**src/rtl/rqg_pkg.sv**
```systemverilog
// rqg_pkg: shared types and constants for the rayleigh quotient gradient block
// no dependencies
`default_nettype none
package rqg_pkg;

    localparam int MAX_DIM_DEF = 16;
    localparam int NCELL       = 16;   // coefficient cells in the ring
    localparam int TW          = 36;   // row product t_j, Q.30
    localparam int QW          = 56;   // quadratic form q, Q.45
    localparam int VW          = 35;   // norm n, Q.30, unsigned
    localparam int RW          = 37;   // ratio q/n, Q.30
    localparam int NW          = 53;   // gradient numerator, Q.45
    localparam int DW          = 71;   // divider dividend and quotient

    localparam logic REQ_MATRIX = 1'b0;
    localparam logic REQ_VECTOR = 1'b1;

    typedef struct packed {
        logic               req_type;
        logic [3:0]         row_index;
        logic [3:0]         col_index;
        logic signed [15:0] matrix_value;
        logic signed [15:0] vector_value;
    } in_word_t;

    typedef struct packed {
        logic [3:0]         element_index;
        logic signed [31:0] gradient_value;
        logic signed [31:0] objective_value;
        logic               zero_norm;
        logic               last_result;
    } out_word_t;

    typedef struct packed {
        logic          start;
        logic [DW-1:0] dividend;
        logic [VW-1:0] divisor;
    } div_req_t;

endpackage
`default_nettype wire

```
**src/rtl/rqg_div.sv**
```systemverilog
// rqg_div: restoring divider, one quotient bit per cycle
// depends on rqg_pkg
`default_nettype none
module rqg_div (
    input  logic                        clk,
    input  logic                        rst_n,
    input  rqg_pkg::div_req_t           req,
    output logic                        done,
    output logic [rqg_pkg::DW-1:0]      quot
);
    import rqg_pkg::*;

    localparam int CW = $clog2(DW);

    logic          busy_reg;
    logic          done_reg;
    logic [CW-1:0] cnt_reg;
    logic [VW-1:0] rem_reg;
    logic [VW-1:0] dsr_reg;
    logic [DW-1:0] quo_reg;
    logic [VW:0]   rem_s;
    logic          ge;
    logic [VW:0]   rem_next;

    always_comb
    begin
        rem_s    = {rem_reg, quo_reg[DW-1]};
        ge       = rem_s >= {1'b0, dsr_reg};
        rem_next = ge ? rem_s - {1'b0, dsr_reg} : rem_s;
    end

    always_ff @(posedge clk or negedge rst_n)
    begin
        if (!rst_n)
        begin
            busy_reg <= 1'b0;
            done_reg <= 1'b0;
            cnt_reg  <= '0;
            rem_reg  <= '0;
            dsr_reg  <= '0;
            quo_reg  <= '0;
        end
        else if (req.start)
        begin
            busy_reg <= 1'b1;
            done_reg <= 1'b0;
            cnt_reg  <= '0;
            rem_reg  <= '0;
            dsr_reg  <= req.divisor;
            quo_reg  <= req.dividend;
        end
        else if (busy_reg)
        begin
            rem_reg <= rem_next[VW-1:0];
            quo_reg <= {quo_reg[DW-2:0], ge};
            cnt_reg <= cnt_reg + 1'b1;
            if (cnt_reg == CW'(DW - 1))
            begin
                busy_reg <= 1'b0;
                done_reg <= 1'b1;
            end
        end
        else
        begin
            done_reg <= 1'b0;
        end
    end

    assign done = done_reg;
    assign quot = quo_reg;
endmodule
`default_nettype wire

```
**config.mk**
```make
export PLATFORM = sky130hd
export DESIGN_NAME = rqg_div
export DESIGN_NICKNAME = d
export VERILOG_FILES = /design/src/rtl/rqg_pkg.sv /design/src/rtl/rqg_div.sv
export SDC_FILE = /design/constraint.sdc
export NUM_CORES = 1
export LEC_CHECK = 0
export CAP_MARGIN = 10
export CORE_ASPECT_RATIO = 1.25
export CORE_MARGIN = 2
export CORE_UTILIZATION = 50
export CTS_BUF_LIST = sky130_fd_sc_hd__clkbuf_16
export DETAILED_ROUTE_END_ITERATION = 10
export DONT_BUFFER_PORTS = 1
export GPL_ROUTABILITY_DRIVEN = 1
export REMOVE_ABC_BUFFERS = 1
export SYNTH_ARGS = -nofsm -noshare
export SYNTH_HDL_FRONTEND = slang
export SYNTH_SLANG_ARGS = --single-unit
export TNS_END_PERCENT = 50
```
**constraint.sdc**
```tcl
create_clock -name clk -period 3.4 [get_ports clk]
set_input_delay 0.17 -clock clk [delete_from_list [all_inputs] [get_ports clk]]
set_output_delay 0.17 -clock clk [all_outputs]
set_load 0.01 [all_outputs]
```
==> results of run 1 <==
through the flow:
step	TNS [ns]	util	area, µm²	setup slack, ns
after detailed placement	0	0.518	8730	0.00124
after global placement	0	0.518	8730	0.157
after floorplan	-66.62	-	8380	-1.83
kinds of logic after synthesis:
logic type	synth area share
fa+ha+maj	0.0559
buf+inv	0.0513
compound gates	0.193
simple gates	0.144
flops	0.435
mux	0.0930
xor+xnor	0.0284
==> parameters.txt, run 1 <==
Parameter                              Value

Outcome
  Outcome ... did not finish
  Exit stage ... 4_1_cts
  First Error ... [ERROR RSZ-0060] Max buffer count reached.

CTS
  Clock buffers created by TritonCTS ... 17
  CTS-repair resized insts ... 1
  Sinks on the clock net ... 150
  Number of hold buffers added after cts ... 235
  Number of setup buffers added after CTS ... 0
  H-tree level count ... 4
  Master cell of the clock root buffer ... sky130_fd_sc_hd__clkbuf_16
  Clock Path Buffers ... 2

Synthesis
  Flops & latches, synth ... 150
  Top-area cell type share of the netlist area ... 0.435
  Count of warnings emitted by yosys ... 0
  Gate Count Post-Synth ... 973
  Leading cell types by total area after synthesis ... sky130_fd_sc_hd__dfrtp_1 (43%), sky130_fd_sc_hd__mux2i_1 (9.0%), sky130_fd_sc_hd__o21ai_0 (7.7%)
  Number of distinct library cells after synthesis ... 58
  Syn Area/Cell ... 8.87 µm²
  Sequential fraction of the synthesis area ... 0.435
  Most common cell in the netlist ... sky130_fd_sc_hd__nand2_1
  Synthesized cell area ... 0.00863 mm²
  Number of enable flip-flop cells after synthesis ... 0
  Cell type contributing the most total cell area after synthesis ... sky130_fd_sc_hd__dfrtp_1
  Top cells by count, synth ... sky130_fd_sc_hd__nand2_1 (161), sky130_fd_sc_hd__dfrtp_1 (150), sky130_fd_sc_hd__o21ai_0 (132), sky130_fd_sc_hd__mux2i_1 (78), sky130_fd_sc_hd__a21oi_1 (58)
  Post-synth ARST share ... 1.00
  Dominant register cell in the synthesized netlist ... sky130_fd_sc_hd__dfrtp_1

Placed design
  Routability cong. ... 0.895
  Number of cells in the design after placement ... 1,140
  Hpwl dp ... 14.0 mm
  Port-buffer cells ... 0

Floorplan
  Number of core rows ... 53
  Starting Density ... 0.513
  Horizontal extent of the die ... 122 µm
  Die Y-Extent ... 151 µm
  I/O pins ... 181
==> run 2, diff against run 1 <==
--- a/config.mk
+++ b/config.mk
@@ -6,13 +6,12 @@
 export NUM_CORES = 1
 export LEC_CHECK = 0
 export CAP_MARGIN = 10
-export CORE_ASPECT_RATIO = 1.25
 export CORE_MARGIN = 2
-export CORE_UTILIZATION = 50
-export CTS_BUF_LIST = sky130_fd_sc_hd__clkbuf_16
+export CORE_UTILIZATION = 35
 export DETAILED_ROUTE_END_ITERATION = 10
 export DONT_BUFFER_PORTS = 1
 export GPL_ROUTABILITY_DRIVEN = 1
+export PLACE_DENSITY_LB_ADDON = 0.15
 export REMOVE_ABC_BUFFERS = 1
 export SYNTH_ARGS = -nofsm -noshare
 export SYNTH_HDL_FRONTEND = slang
==> run 2 against run 1 <==
The flow now finishes, with violations (negative hold slack). Synthesized cell count unchanged. Area after synthesis unchanged.
==> parameters.txt, run 2 <==
Parameter                              Value

Outcome
  Outcome ... finished with violations
  Violated checks ... negative hold slack

Synthesis
  Synthesized cell area ... 0.00863 mm² (unchanged)
  Number of enable flip-flop cells after synthesis ... 0 (unchanged)
  Flops & latches, synth ... 150 (unchanged)
  Number of distinct library cells after synthesis ... 58 (unchanged)
  Leading cell types by total area after synthesis ... sky130_fd_sc_hd__dfrtp_1 (43%), sky130_fd_sc_hd__mux2i_1 (9.0%), sky130_fd_sc_hd__o21ai_0 (7.7%)
  Top cells by count, synth ... sky130_fd_sc_hd__nand2_1 (161), sky130_fd_sc_hd__dfrtp_1 (150), sky130_fd_sc_hd__o21ai_0 (132), sky130_fd_sc_hd__mux2i_1 (78), sky130_fd_sc_hd__a21oi_1 (58)
  Post-synth ARST share ... 1.00 (unchanged)
  Sequential fraction of the synthesis area ... 0.435 (unchanged)
  Dominant register cell in the synthesized netlist ... sky130_fd_sc_hd__dfrtp_1
  Cell type contributing the most total cell area after synthesis ... sky130_fd_sc_hd__dfrtp_1
  Syn Area/Cell ... 8.87 µm² (unchanged)
  Count of warnings emitted by yosys ... 0 (unchanged)
  Most common cell in the netlist ... sky130_fd_sc_hd__nand2_1
  Gate Count Post-Synth ... 973 (unchanged)
  Top-area cell type share of the netlist area ... 0.435 (unchanged)

Timing
  Achievable Freq ... 318 MHz
  Final Hold Fails ... 150
  Final cycle utilization of the critical path ... 0.924
  Worst hold slack across all endpoints ... -0.562 ns
  Layout Skew ... 0.0136 ns
  Relative slew slack ... 0.428
  Clock period minus final worst setup slack ... 3.14 ns
  Setup violators final ... 0
  Max-slew violations ... 0
  Measured slew at the worst slew-check pin ... 0.858 ns

Layout
  Highest-count cells in the layout ignoring fill and taps ... sky130_fd_sc_hd__nand2_1 (161), sky130_fd_sc_hd__dlygate4sd3_1 (159), sky130_fd_sc_hd__dfrtp_1 (149)
  Fraction of final layout cells with drive strength greater than 1 ... 0.0581
  Final net count ... 1,253
  Area growth syn-to-layout ... 29.6%
  Most frequent standard cell in the layout excluding fill and tap cells ... sky130_fd_sc_hd__nand2_1
  Max reg flops ... 71
  Number of inserted diodes ... 0
  Utilization of the core after routing ... 0.461

Pwr
  Net switching power ... 2470 µW
  Clock power frac ... 0.299
  Cell Int Power ... 4250 µW
  Net Sw Frac ... 0.367
  Maximum ir drop on the vdd rail ... 353 µV
  Power density cells ... 601 mW/mm²
  Power share of the combinational group ... 0.364
  Static Leakage ... 0.00539 µW
  Relative contribution of sequential cells to total power ... 0.338

Drt
  Total wire length ... 23.8 mm
  Total via count after detailed routing ... 7,367
  Via-to-Cell Ratio ... 5.11
  DRC viols ... 0
  TritonRoute pass-1 iters ... 4
  Avg WL per Cell ... 16.5 µm
  Number of DRC markers in iteration 0 ... 376
  Number of nets still failing antenna checks after routing ... 0

Critical path
  R2r setup slk ... 0.26 ns
  Register-to-Register Path Depth ... 14
  Worst setup path class ... flop to flop
  Critical path fanouts, max ... 5
  CP max stage delay ... 0.42 ns
  Count of buffering cells on the critical path with inverters included ... 3
  Endpoint kind of the worst setup timing path ... flop
  Type of element launching the critical path ... flop
  Family with the most delay on the worst path ... compound AO/OA/AOI/OAI gates
  Critical Path, Cell by Cell ... inv_1 > ha_1 > inv_1 > fa_1 > a21oi_2 > o22ai_2 > o311ai_1 > buf_4 > a21oi_1 > o21ai_2 > a21oi_1 > or3_1 > a311oi_1 > nor3_1
  Worst EP required ... 3.70 ns
  Terminus of the critical flop-to-flop path ... rem_reg[26]
  Worst r2r src ... quot[70]
  Critical path arrival ... 3.44 ns
  CP max stage cell ... sky130_fd_sc_hd__fa_1

Global route
  Total routing resource utilization after global routing ... 0.189
  Global-route wire length before repair ... 39.6 mm
  Antenna violations before repair ... 0
  Largest net degree at the start of global routing ... 173
  Via count of the first global-routing pass ... 7,699
  Remaining Overflow, GRT ... 0

Floorplan
  Area of the die ... 0.0259 mm²
  Horizontal extent of the die ... 161 µm (+33%)
  Starting Density ... 0.356 (-0.157)
  I/O pins ... 181 (unchanged)
  Die Y-Extent ... 161 µm (+6.7%)
  Core Box Area ... 0.0242 mm²
  Number of core rows ... 57 (+7.5%)

Placed design
  Port-buffer cells ... 0 (unchanged)
  Routability cong. ... 0.828 (-7.4%)
  Hpwl dp ... 14.2 mm (+1.8%)

Hold path
  Kind of path behind the tightest hold check ... input pin to asynchronous set/reset pin

CTS
  Master cell of the clock root buffer ... sky130_fd_sc_hd__clkbuf_16
  TritonCTS clock tree ... done
  Clock network latency to the later pin of the worst-skew pair ... 0.43 ns
  H-tree level count ... 4 (unchanged)
  Sinks on the clock net ... 150 (unchanged)
  Number of hold buffers added after cts ... 160 (-32%)
  Clock buffers created by TritonCTS ... 17 (unchanged)
  Clock Path Buffers ... 2 (unchanged)
  Clock-pin slew reported for the worst setup and hold paths after clock tree synthesis ... 0.08 ns

Job
  Max-cap check violation count ... 0
[run 2: cell counts after synthesis]
No cell type changed its count.
[run 2: cell families after synthesis]
family,synth area share
AOI/OAI and AO/OA,0.193
xor gates and xnor gates,0.0284
adders and majority gates,0.0559
buffers and inverters,0.0513
DFF,0.435
muxes,0.0930
and+or+nand+nor,0.144
[run 2: timing repair]
| item | 4_1_cts | 5_1_grt |
|---|---|---|
| endpoints found under the setup margin | 1 | 34 |
| pin swaps | 0 | 3 |
| setup buffers | 0 | 5 |
| cloned | 0 | 1 |
| gates resized for setup | 1 | 8 |
| endpoints found under the hold margin | 300 | 150 |
[run 2: power groups by stage]
| stage | clock, µW | sequential (µW) | combinational (µW) |
|---|---|---|---|
| CTS | 2070 | 2270 | 2360 |
| global route | 2140 | 2310 | 2760 |
| detailed placement | 0 | 2300 | 2150 |
| global placement | 0 | 2310 | 2150 |
| finish | 2010 | 2270 | 2440 |
| floorplan | 0 | 2240 | 1660 |
[run 2: worst max-delay path by stage]
stage / start / to / slack (ns) / cells after the start
2_1_floorplan: busy_reg / rem_reg[24] / -1.83 / 4
3_3_place_gp: quot[70] / rem_reg[26] / 0.02 / 14
3_5_place_dp: quot[70] / rem_reg[29] / 0.02 / 12
4_1_cts: quot[70] / rem_reg[26] / 0.0002 / 14
5_1_grt: quot[70] / rem_reg[6] / -0.004 / 14
6_report: quot[70] / rem_reg[26] / 0.26 / 14
[run 2: area by class of cell]
| class | count | area (µm²) |
|---|---|---|
| fill | 2353 | 13100 |
| multi-input combinational | 711 | 4480 |
| sequential | 150 | 3760 |
| timing repair buffer | 175 | 1740 |
| clock buffer | 18 | 429 |
| tap | 324 | 405 |
| inverter | 51 | 191 |
| clock inverter | 14 | 181 |
[run 2: through the flow]
stage / worst slack (ns) / TNS (ns) / power, µW / instance area [µm²] / cells
after floorplan: -1.83 / -66.62 / 3900 / 8380 / 911
after global placement: 0.0232 / 0 / 4450 / 8880 / 1245
final: 0.257 / 0 / 6720 / 11200 / 1443
after CTS: 0.000183 / 0 / 6700 / 11100 / 1437
after detailed placement: 0.0154 / 0 / 4450 / 8880 / 1245
after global routing: -0.00419 / -0.00446 / 7200 / 11200 / 1443
[run 2: layer usage]
layer | share of wire | global-route usage | routed length, µm
met4 | 0.0097 | 0.0511 | 231
met5 | 0 | 0 | 0
met1 | 0.47 | 0.253 | 11100
met3 | 0.056 | 0.0473 | 1340
met2 | 0.47 | 0.306 | 11100
No activity file was read; power rests on OpenSTA's default activity.
