$ cat src/rtl/rqg_pkg.sv
// rqg_pkg: shared types and constants for the rayleigh quotient gradient block
// no dependencies
`default_nettype none
package rqg_pkg;

    localparam int MAX_DIM_DEF = 16;
    localparam int NCELL       = 16;   // coefficient cells in the ring
    localparam int TW          = 36;   // row product t_j, Q.30
    localparam int QW          = 56;   // quadratic form q, Q.45
    localparam int VW          = 35;   // norm n, Q.30, unsigned
    localparam int RW          = 37;   // ratio q/n, Q.30
    localparam int NW          = 53;   // gradient numerator, Q.45
    localparam int DW          = 71;   // divider dividend and quotient

    localparam logic REQ_MATRIX = 1'b0;
    localparam logic REQ_VECTOR = 1'b1;

    typedef struct packed {
        logic               req_type;
        logic [3:0]         row_index;
        logic [3:0]         col_index;
        logic signed [15:0] matrix_value;
        logic signed [15:0] vector_value;
    } in_word_t;

    typedef struct packed {
        logic [3:0]         element_index;
        logic signed [31:0] gradient_value;
        logic signed [31:0] objective_value;
        logic               zero_norm;
        logic               last_result;
    } out_word_t;

    typedef struct packed {
        logic          start;
        logic [DW-1:0] dividend;
        logic [VW-1:0] divisor;
    } div_req_t;

endpackage
`default_nettype wire

$ cat src/rtl/rqg_cell.sv
// rqg_cell: one ring cell holding a coefficient and a row product
// depends on rqg_pkg
`default_nettype none
module rqg_cell (
    input  logic                           clk,
    input  logic                           a_en,
    input  logic signed [15:0]             a_in,
    input  logic                           t_en,
    input  logic signed [rqg_pkg::TW-1:0]  t_in,
    output logic signed [15:0]             a_out,
    output logic signed [rqg_pkg::TW-1:0]  t_out
);
    import rqg_pkg::*;

    logic signed [15:0]   a_reg;
    logic signed [TW-1:0] t_reg;

    always_ff @(posedge clk)
    begin
        if (a_en)
        begin
            a_reg <= a_in;
        end
        if (t_en)
        begin
            t_reg <= t_in;
        end
    end

    assign a_out = a_reg;
    assign t_out = t_reg;
endmodule
`default_nettype wire

$ cat config.mk
export PLATFORM = sky130hd
export DESIGN_NAME = rqg_cell
export DESIGN_NICKNAME = d
export VERILOG_FILES = /design/src/rtl/rqg_pkg.sv /design/src/rtl/rqg_cell.sv
export SDC_FILE = /design/constraint.sdc
export NUM_CORES = 1
export LEC_CHECK = 0
export ABC_AREA = 1
export BUFFER_PORTS_ARGS = -buffer_cell sky130_fd_sc_hd__buf_2
export CORE_MARGIN = 2
export CORE_UTILIZATION = 43
export CTS_BUF_LIST = sky130_fd_sc_hd__clkbuf_4 sky130_fd_sc_hd__clkbuf_8 sky130_fd_sc_hd__clkbuf_16
export DETAILED_ROUTE_END_ITERATION = 6
export GPL_TIMING_DRIVEN = 0
export PLACE_DENSITY_LB_ADDON = 0.3
export REMOVE_ABC_BUFFERS = 1
export SYNTH_ARGS = -nofsm -noshare
export SYNTH_HDL_FRONTEND = slang
export SYNTH_SLANG_ARGS = --single-unit
export TNS_END_PERCENT = 20
$ cat constraint.sdc
create_clock -name clk -period 1 [get_ports clk]
set_input_delay 0.1 -clock clk [delete_from_list [all_inputs] [get_ports clk]]
set_output_delay 0.1 -clock clk [all_outputs]
set_load 0.02 [all_outputs]
==> results of run 1 <==
-- report_power, final --
group	switching [mW]	internal (mW)	total (mW)
registers	0.0499	2.59	2.64
logic	0.375	0.354	0.729
clock network	0.567	0.326	0.893
total	0.992	3.27	4.26
-- per-layer routing --
metal,vias to the layer above,track usage
met4,0,0.0957
li1,540,-
met3,7,0.0775
met1,530,0.193
met2,73,0.361
met5,-,0
-- synthesized netlist by cell type, drive strengths merged --
cell / count
edfxtp: 52
-- layout make-up --
type	instances	share of cell area
clock inverter	1	0.00134
sequential	52	0.559
tap	46	0.0206
clock buffer	7	0.0188
timing repair buffer	158	0.401
-- metrics by stage --
stage          instances  worst slack, ns  power [mW]  utilization
3_3_place_gp         204          -0.0609        3.18        0.629
2_1_floorplan         52            0.451        2.91            -
3_5_place_dp         204          -0.0804        3.20        0.629
5_1_grt              264          -0.0900        4.43        0.818
6_report             264          -0.0450        4.26        0.818
4_1_cts              264          -0.0499        4.26        0.809
-- flip-flops by register name (all words and copies together), names as in the netlist --
name,cells
a_out,16
t_out,36
-- timing repair --
item | 4_1_cts | 5_1_grt
pin swaps | 0 | 0
hold buffers | 52 | 0
hold endpoints to repair | 52 | 0
setup endpoints to repair | 52 | 52
resized for setup | 12 | 10
-- worst paths after layout --
kind / startpoint / endpoint / slack, ns / cells past startpoint
worst max-delay path: t_out[24] / t_out[24] / -0.05 / 1
worst min-delay path: a_en / a_out[4] / 0.15 / 1
-- kinds of logic after synthesis --
family  synth area share
DFF                 1.00
==> flow_summary_export.csv, run 1 <==
group,metric,value,unit
logic_synthesis,syn_area_per_cell,30.0,sq um
die,initial_core_util,0.457,
place,placed_area,0.00215,sq mm
timing,worst_pin_slew,0.736,ns
cells_and_area,comb.multi_input.count,0,
power,cellPowerDensity,1520,mW/mm^2
timing,slew_viol_final,0,
drt,m1WireLength,1330,um
die,die_w,64.3,um
setup_path,crit_path_max_fanout,1,
logic_synthesis,synth_area_leader_cell,"edfxtp_1",
cells_and_area,layout_common_cells,"buf_2, edfxtp_1, dlygate4sd3_1, buf_6, clkbuf_4",
logic_synthesis,ys_ff_latch,52,
setup_path,crit_required,0.90,ns
cells_and_area,drive_gt1_frac,0.518,
timing,rsz0062_at_grt,"yes",
clock_network,post_cts_buffers,0,
die,fp.dieH,64.3,um
global_route,grt_max_degree,37,
clock_network,cts_tree,"done",
drt,ant_nets,0,
global_route,grt_pass1_vias,1193,
run_status,status,"finished, violations left",
die,row_count,21,
global_route,grt_use_total,0.198,
drt,top_layer_used,"met4",
drt,wl_met2,2050,um
run,cap_violations,0,
clock_network,cts_buffers,5,
global_route,grt_pass1_wl,5770,um
setup_path,slowest_delay,0.44,ns
die,pin_count,107,
cells_and_area,fillerInstances,192,
setup_path,crit_buf_inv,1,
setup_path,slowest_stage,"edfxtp_1",
cells_and_area,final_common_cell,"buf_2",
clock_network,cts_max_level,2,
logic_synthesis,yosysUniqueCellTypes,1,
setup_path,arrival,0.95,ns
timing,fin_ws,-0.0450,ns
timing,tns,-0.438,ns
logic_synthesis,syn_inst,52,
cells_and_area,n_antenna_cell,0,
timing,period_share,1.05,
place,port_buffers,106,
cells_and_area,ff_latch_area,0.00156,sq mm
drt,first_pass_iters,4,
drt,wl_per_cell,14.5,um
drt,drcViolationCount,0,
drt,wl_met3,381,um
power,peakVddDrop,995,uV
logic_synthesis,seq_area_frac_synth,1.00,
timing,setup_violations,31,
timing,hold_viol,0,
setup_path,critPathCaptureType,"output pin",
drt,viasPerCell,4.36,
setup_path,cp-start-kind,"flip-flop",
timing,min_period,1.05,ns
setup_path,crit_family,"flip-flops",
logic_synthesis,yosys-top-cells-area,"edfxtp_1",
logic_synthesis,synth_top_cell_area_share,1.00,
clock_network,clockBufferDepth,2,
cells_and_area,multiInputGateArea,0,sq um
timing,fin_hold_ws,0.149,ns
power,leakagePower,1.20,nW
setup_path,crit_chain,"buf_6",
clock_network,cts_root_buf,"clkbuf_4",
clock_network,cts_sinks,52,
drt,drt_iter0_markers,33,
setup_path,path_class,"flip-flop to output pin",
place,gp_congestion,0.663,
worst_hold_path,hold_path_class,"input port to flip-flop",
clock_network,path_clk_slew,0.13,ns
timing,max_slew_margin,0.510,
logic_synthesis,syn-cell-area,0.00156,sq mm
die,core_area,0.00342,sq mm
run_status,violations,"setup timing",
global_route,antenna_found_initial,0,
logic_synthesis,ys_warn_count,0,
drt,vias,1150,
timing,max_freq,0.957,GHz
place,hpwl,2080,um
die,die_area,0.00413,sq mm
cells_and_area,final_area,0.00280,sq mm
drt,wirelength,3830,um
global_route,grt_overflow,0,
cells_and_area,syn2layout_area_growth,79.0,%
cells_and_area,nets,272,
No activity file was read; power rests on OpenSTA's default activity.
==> inputs of run 2 (changes only) <==
- CELL_PAD_IN_SITES_DETAIL_PLACEMENT: unset -> 2
- CELL_PAD_IN_SITES_GLOBAL_PLACEMENT: unset -> 2
- CORE_MARGIN: 2 -> unset
- CORE_UTILIZATION: 43 -> 28
==> flow_summary_export.csv, run 2 (same netlist as run 1, synthesis figures left out) <==
group,metric,value,unit
cells_and_area,n_antenna_cell,0,
drt,drt_iter0_markers,66,
setup_path,path_class,"flip-flop to output pin",
timing,hold_viol,0,
timing,slew_viol_final,0,
cells_and_area,final_area,0.00283,sq mm
die,row_count,26,
die,fp.dieH,76.7,um
setup_path,critPathCaptureType,"output pin",
power,leakagePower,1.20,nW
cells_and_area,nets,272,
place,placed_area,0.00218,sq mm
die,core_area,0.00524,sq mm
drt,viasPerCell,4.10,
power,sequentialPowerShare,0.558,
cells_and_area,largest_register_ffs,36,
global_route,grt_overflow,0,
global_route,grt_pass1_wl,7560,um
timing,max_slew_margin,0.474,
timing,rsz0062_at_grt,"yes",
timing,min_period,0.985,ns
global_route,grt_use_total,0.178,
power,cellPowerDensity,1670,mW/mm^2
setup_path,crit_family,"flip-flops",
run,cap_violations,0,
die,initial_core_util,0.298,
timing,period_share,0.985,
place,gp_congestion,0.702,
clock_network,cts_tree,"done",
power,switchingPower,1.08,mW
setup_path,cp-start-kind,"flip-flop",
clock_network,cts_max_level,2,
run_status,status,"finished clean",
cells_and_area,final_core_util,0.539,
drt,wl_per_cell,17.4,um
drt,ant_nets,0,
cells_and_area,fillerInstances,488,
cells_and_area,final_common_cell,"buf_2",
setup_path,slowest_delay,0.42,ns
clock_network,cts_buffers,5,
cells_and_area,drive_gt1_frac,0.514,
clock_network,cts_root_buf,"clkbuf_8",
setup_path,startpoint,"t_out[21]",
global_route,grt_max_degree,37,
worst_hold_path,min_from,"a_en",
clock_network,clockBufferDepth,2,
setup_path,crit_required,0.90,ns
place,dp_slack,-0.132,ns
setup_path,slowest_stage,"edfxtp_1",
cells_and_area,ff_latch_area,0.00156,sq mm
clock_network,post_cts_buffers,0,
cells_and_area,layout_common_cells,"buf_2, edfxtp_1, dlygate4sd3_1, clkbuf_8, buf_6",
setup_path,crit_buf_inv,1,
cells_and_area,syn2layout_area_growth,80.9,%
die,pin_count,107,
power,switching_share,0.229,
drt,vias,1182,
global_route,grt_pass1_vias,1443,
clock_network,path_clk_slew,0.09,ns
global_route,antenna_found_initial,0,
timing,fin_hold_ws,0.235,ns
setup_path,crit_chain,"buf_2",
worst_hold_path,hold_path_class,"input port to flip-flop",
cells_and_area,multiInputGateArea,0,sq um
cells_and_area,comb.multi_input.count,0,
power,internal_power,3.64,mW
power,comb_power_share,0.151,
die,die_w,76.7,um
timing,max_freq,1.02,GHz
power,pwr-share-clk,0.291,
timing,setup_violations,0,
drt,first_pass_iters,4,
setup_path,crit_path_max_fanout,1,
setup_path,arrival,0.88,ns
timing,worst_pin_slew,0.790,ns
drt,wirelength,5000,um
timing,fin_ws,0.0150,ns
power,peakVddDrop,894,uV
drt,drcViolationCount,0,
clock_network,cts_sinks,52,
place,port_buffers,106,
die,die_area,0.00588,sq mm
[run 2: power by group through the flow]
stage | Combinational, mW | Clock (mW) | Sequential, mW
after floorplan | 0 | 0 | 2.91
after global placement | 0.519 | 0 | 2.67
after detailed placement | 0.533 | 0 | 2.68
after CTS | 0.693 | 1.40 | 2.63
after global routing | 0.757 | 1.49 | 2.66
final | 0.713 | 1.37 | 2.64
[run 2: final cells by class]
class	count	share of cell area
timing repair buffer	158	0.379
tap	70	0.0310
clock inverter	3	0.0133
clock buffer	5	0.0244
sequential	52	0.553
[run 2: routing by layer]
metal / vias up / share of wire / GRT usage
li1: 538 / - / -
met2: 86 / 0.55 / 0.349
met3: 4 / 0.10 / 0.0786
met4: 0 / 0.0082 / 0.0365
met1: 554 / 0.34 / 0.165
met5: - / 0 / 0
[run 2: metrics by stage]
stage,total power [mW],setup TNS [ns],instances
after global placement,3.19,-2.19,228
after CTS,4.73,0,288
after detailed placement,3.21,-4.72,228
after global routing,4.90,-0.0156,288
final,4.73,0,288
after floorplan,2.91,0,52
[run 2: what timing repair did]
item	CTS	global route
endpoints found under the hold margin	52	0
setup endpoints to repair	0	5
resized for setup	0	6
hold buffers	52	0
[run 2: path summary, 6_finish.rpt]
| check | end | slack [ns] | depth (start not counted) |
|---|---|---|---|
| setup / recovery | t_out[21] | 0.02 | 1 |
| hold / removal | a_out[15] | 0.24 | 1 |
==> inputs of run 3 (changes only) <==
- BUFFER_PORTS_ARGS: -buffer_cell sky130_fd_sc_hd__buf_2 -> -buffer_cell sky130_fd_sc_hd__buf_4
- CTS_BUF_LIST: sky130_fd_sc_hd__clkbuf_4 sky130_fd_sc_hd__clkbuf_8 sky130_fd_sc_hd__clkbuf_16 -> unset
==> flow_summary_export.csv, run 3 (same netlist as run 1, synthesis figures left out) <==
group,metric,value,unit
setup_path,crit_buf_inv,1,
setup_path,cp-start-kind,"flip-flop",
cells_and_area,layout_common_cells,"buf_4, edfxtp_1, dlygate4sd3_1, buf_6, clkbuf_8",
clock_network,cts_tree,"done",
place,dp.cells,228,
timing,max_freq,1.01,GHz
power,leakagePower,1.30,nW
die,die_w,76.7,um
place,port_buffers,106,
cells_and_area,nets,272,
place,hpwl,2940,um
drt,wl_per_cell,19.4,um
place,placed_area,0.00244,sq mm
die,initial_core_util,0.298,
cells_and_area,final_area,0.00312,sq mm
drt,vias,1208,
cells_and_area,comb.multi_input.count,0,
power,total_power,4.71,mW
die,row_count,26,
setup_path,path_class,"flip-flop to output pin",
timing,min_period,0.992,ns
clock_network,clockBufferDepth,2,
drt,viasPerCell,4.19,
timing,rsz0062_at_grt,"yes",
setup_path,slowest_stage,"edfxtp_1",
global_route,antenna_found_initial,0,
worst_hold_path,hold_path_class,"input port to flip-flop",
power,peakVddDrop,943,uV
drt,ant_nets,0,
cells_and_area,final_common_cell,"buf_4",
setup_path,arrival,0.89,ns
timing,setup_violations,0,
clock_network,cts_sinks,52,
setup_path,crit_path_max_fanout,1,
die,pin_count,107,
run,cap_violations,0,
cells_and_area,instances_no_fill,288,
drt,wirelength,5600,um
die,die_area,0.00588,sq mm
timing,slew_viol_final,0,
drt,drcViolationCount,0,
global_route,grt_pass1_wl,8250,um
drt,drt_iter0_markers,76,
clock_network,post_cts_buffers,0,
die,fp.dieH,76.7,um
setup_path,crit_chain,"buf_6",
clock_network,cts_max_level,2,
setup_path,slowest_delay,0.43,ns
clock_network,cts_root_buf,"clkbuf_8",
global_route,grt_pass1_vias,1417,
setup_path,critPathCaptureType,"output pin",
setup_path,crit_required,0.90,ns
timing,worst_pin_slew,0.449,ns
clock_network,path_clk_slew,0.09,ns
cells_and_area,largest_register_ffs,36,
power,cellPowerDensity,1510,mW/mm^2
cells_and_area,multiInputGateArea,0,sq um
timing,hold_viol,0,
drt,first_pass_iters,4,
timing,tns,0,ns
timing,max_slew_margin,0.701,
cells_and_area,syn2layout_area_growth,99.6,%
setup_path,crit_family,"flip-flops",
global_route,grt_use_total,0.198,
die,core_area,0.00524,sq mm
place,gp_congestion,0.700,
global_route,grt_max_degree,37,
timing,period_share,0.992,
cells_and_area,n_antenna_cell,0,
run_status,status,"finished clean",
global_route,grt_overflow,0,
clock_network,cts_buffers,5,
cells_and_area,drive_gt1_frac,0.509,
==> run 3: path summary, 6_finish.rpt <==
path                       from        end  slack, ns  depth (start not counted)
worst max-delay path  t_out[24]  t_out[24]      0.008                          1
worst min-delay path       a_en   a_out[5]       0.17                          1
==> run 3: area by class of cell <==
type | instances | area (sq um)
Fill cell | 450 | 2120
Sequential cell | 52 | 1560
Timing Repair Buffer | 158 | 1390
Tap cell | 70 | 87.6
Clock buffer | 7 | 76.3
Clock inverter | 1 | 3.75
==> run 3: where the power goes <==
part / switching, mW / leakage, nW / total [mW] / internal, mW
registers: 0.0745 / 0.509 / 2.67 / 2.59
logic: 0.409 / 0.750 / 0.907 / 0.498
clock network: 0.650 / 0.0399 / 1.14 / 0.489
==> run 3: timing repair <==
item | CTS | global route
hold endpoints to repair | 52 | 0
gates resized for setup | 0 | 19
hold buffers | 52 | 0
endpoints found under the setup margin | 0 | 19
==> run 3: layer usage <==
metal	track usage	up-vias	wire length [um]
met5	0	-	0
met4	0.0577	0	82
met3	0.0714	8	539
met2	0.357	85	2920
met1	0.217	577	2060
li1	-	538	-
==> run 3: metrics by stage <==
step	setup WS, ns	util	hold WS [ns]
4_1_cts	0.0165	0.581	0.159
3_5_place_dp	0.137	0.467	0.279
6_report	0.00767	0.595	0.171
3_3_place_gp	0.166	0.467	0.278
5_1_grt	-0.0272	0.595	0.160
2_1_floorplan	0.451	-	0.199
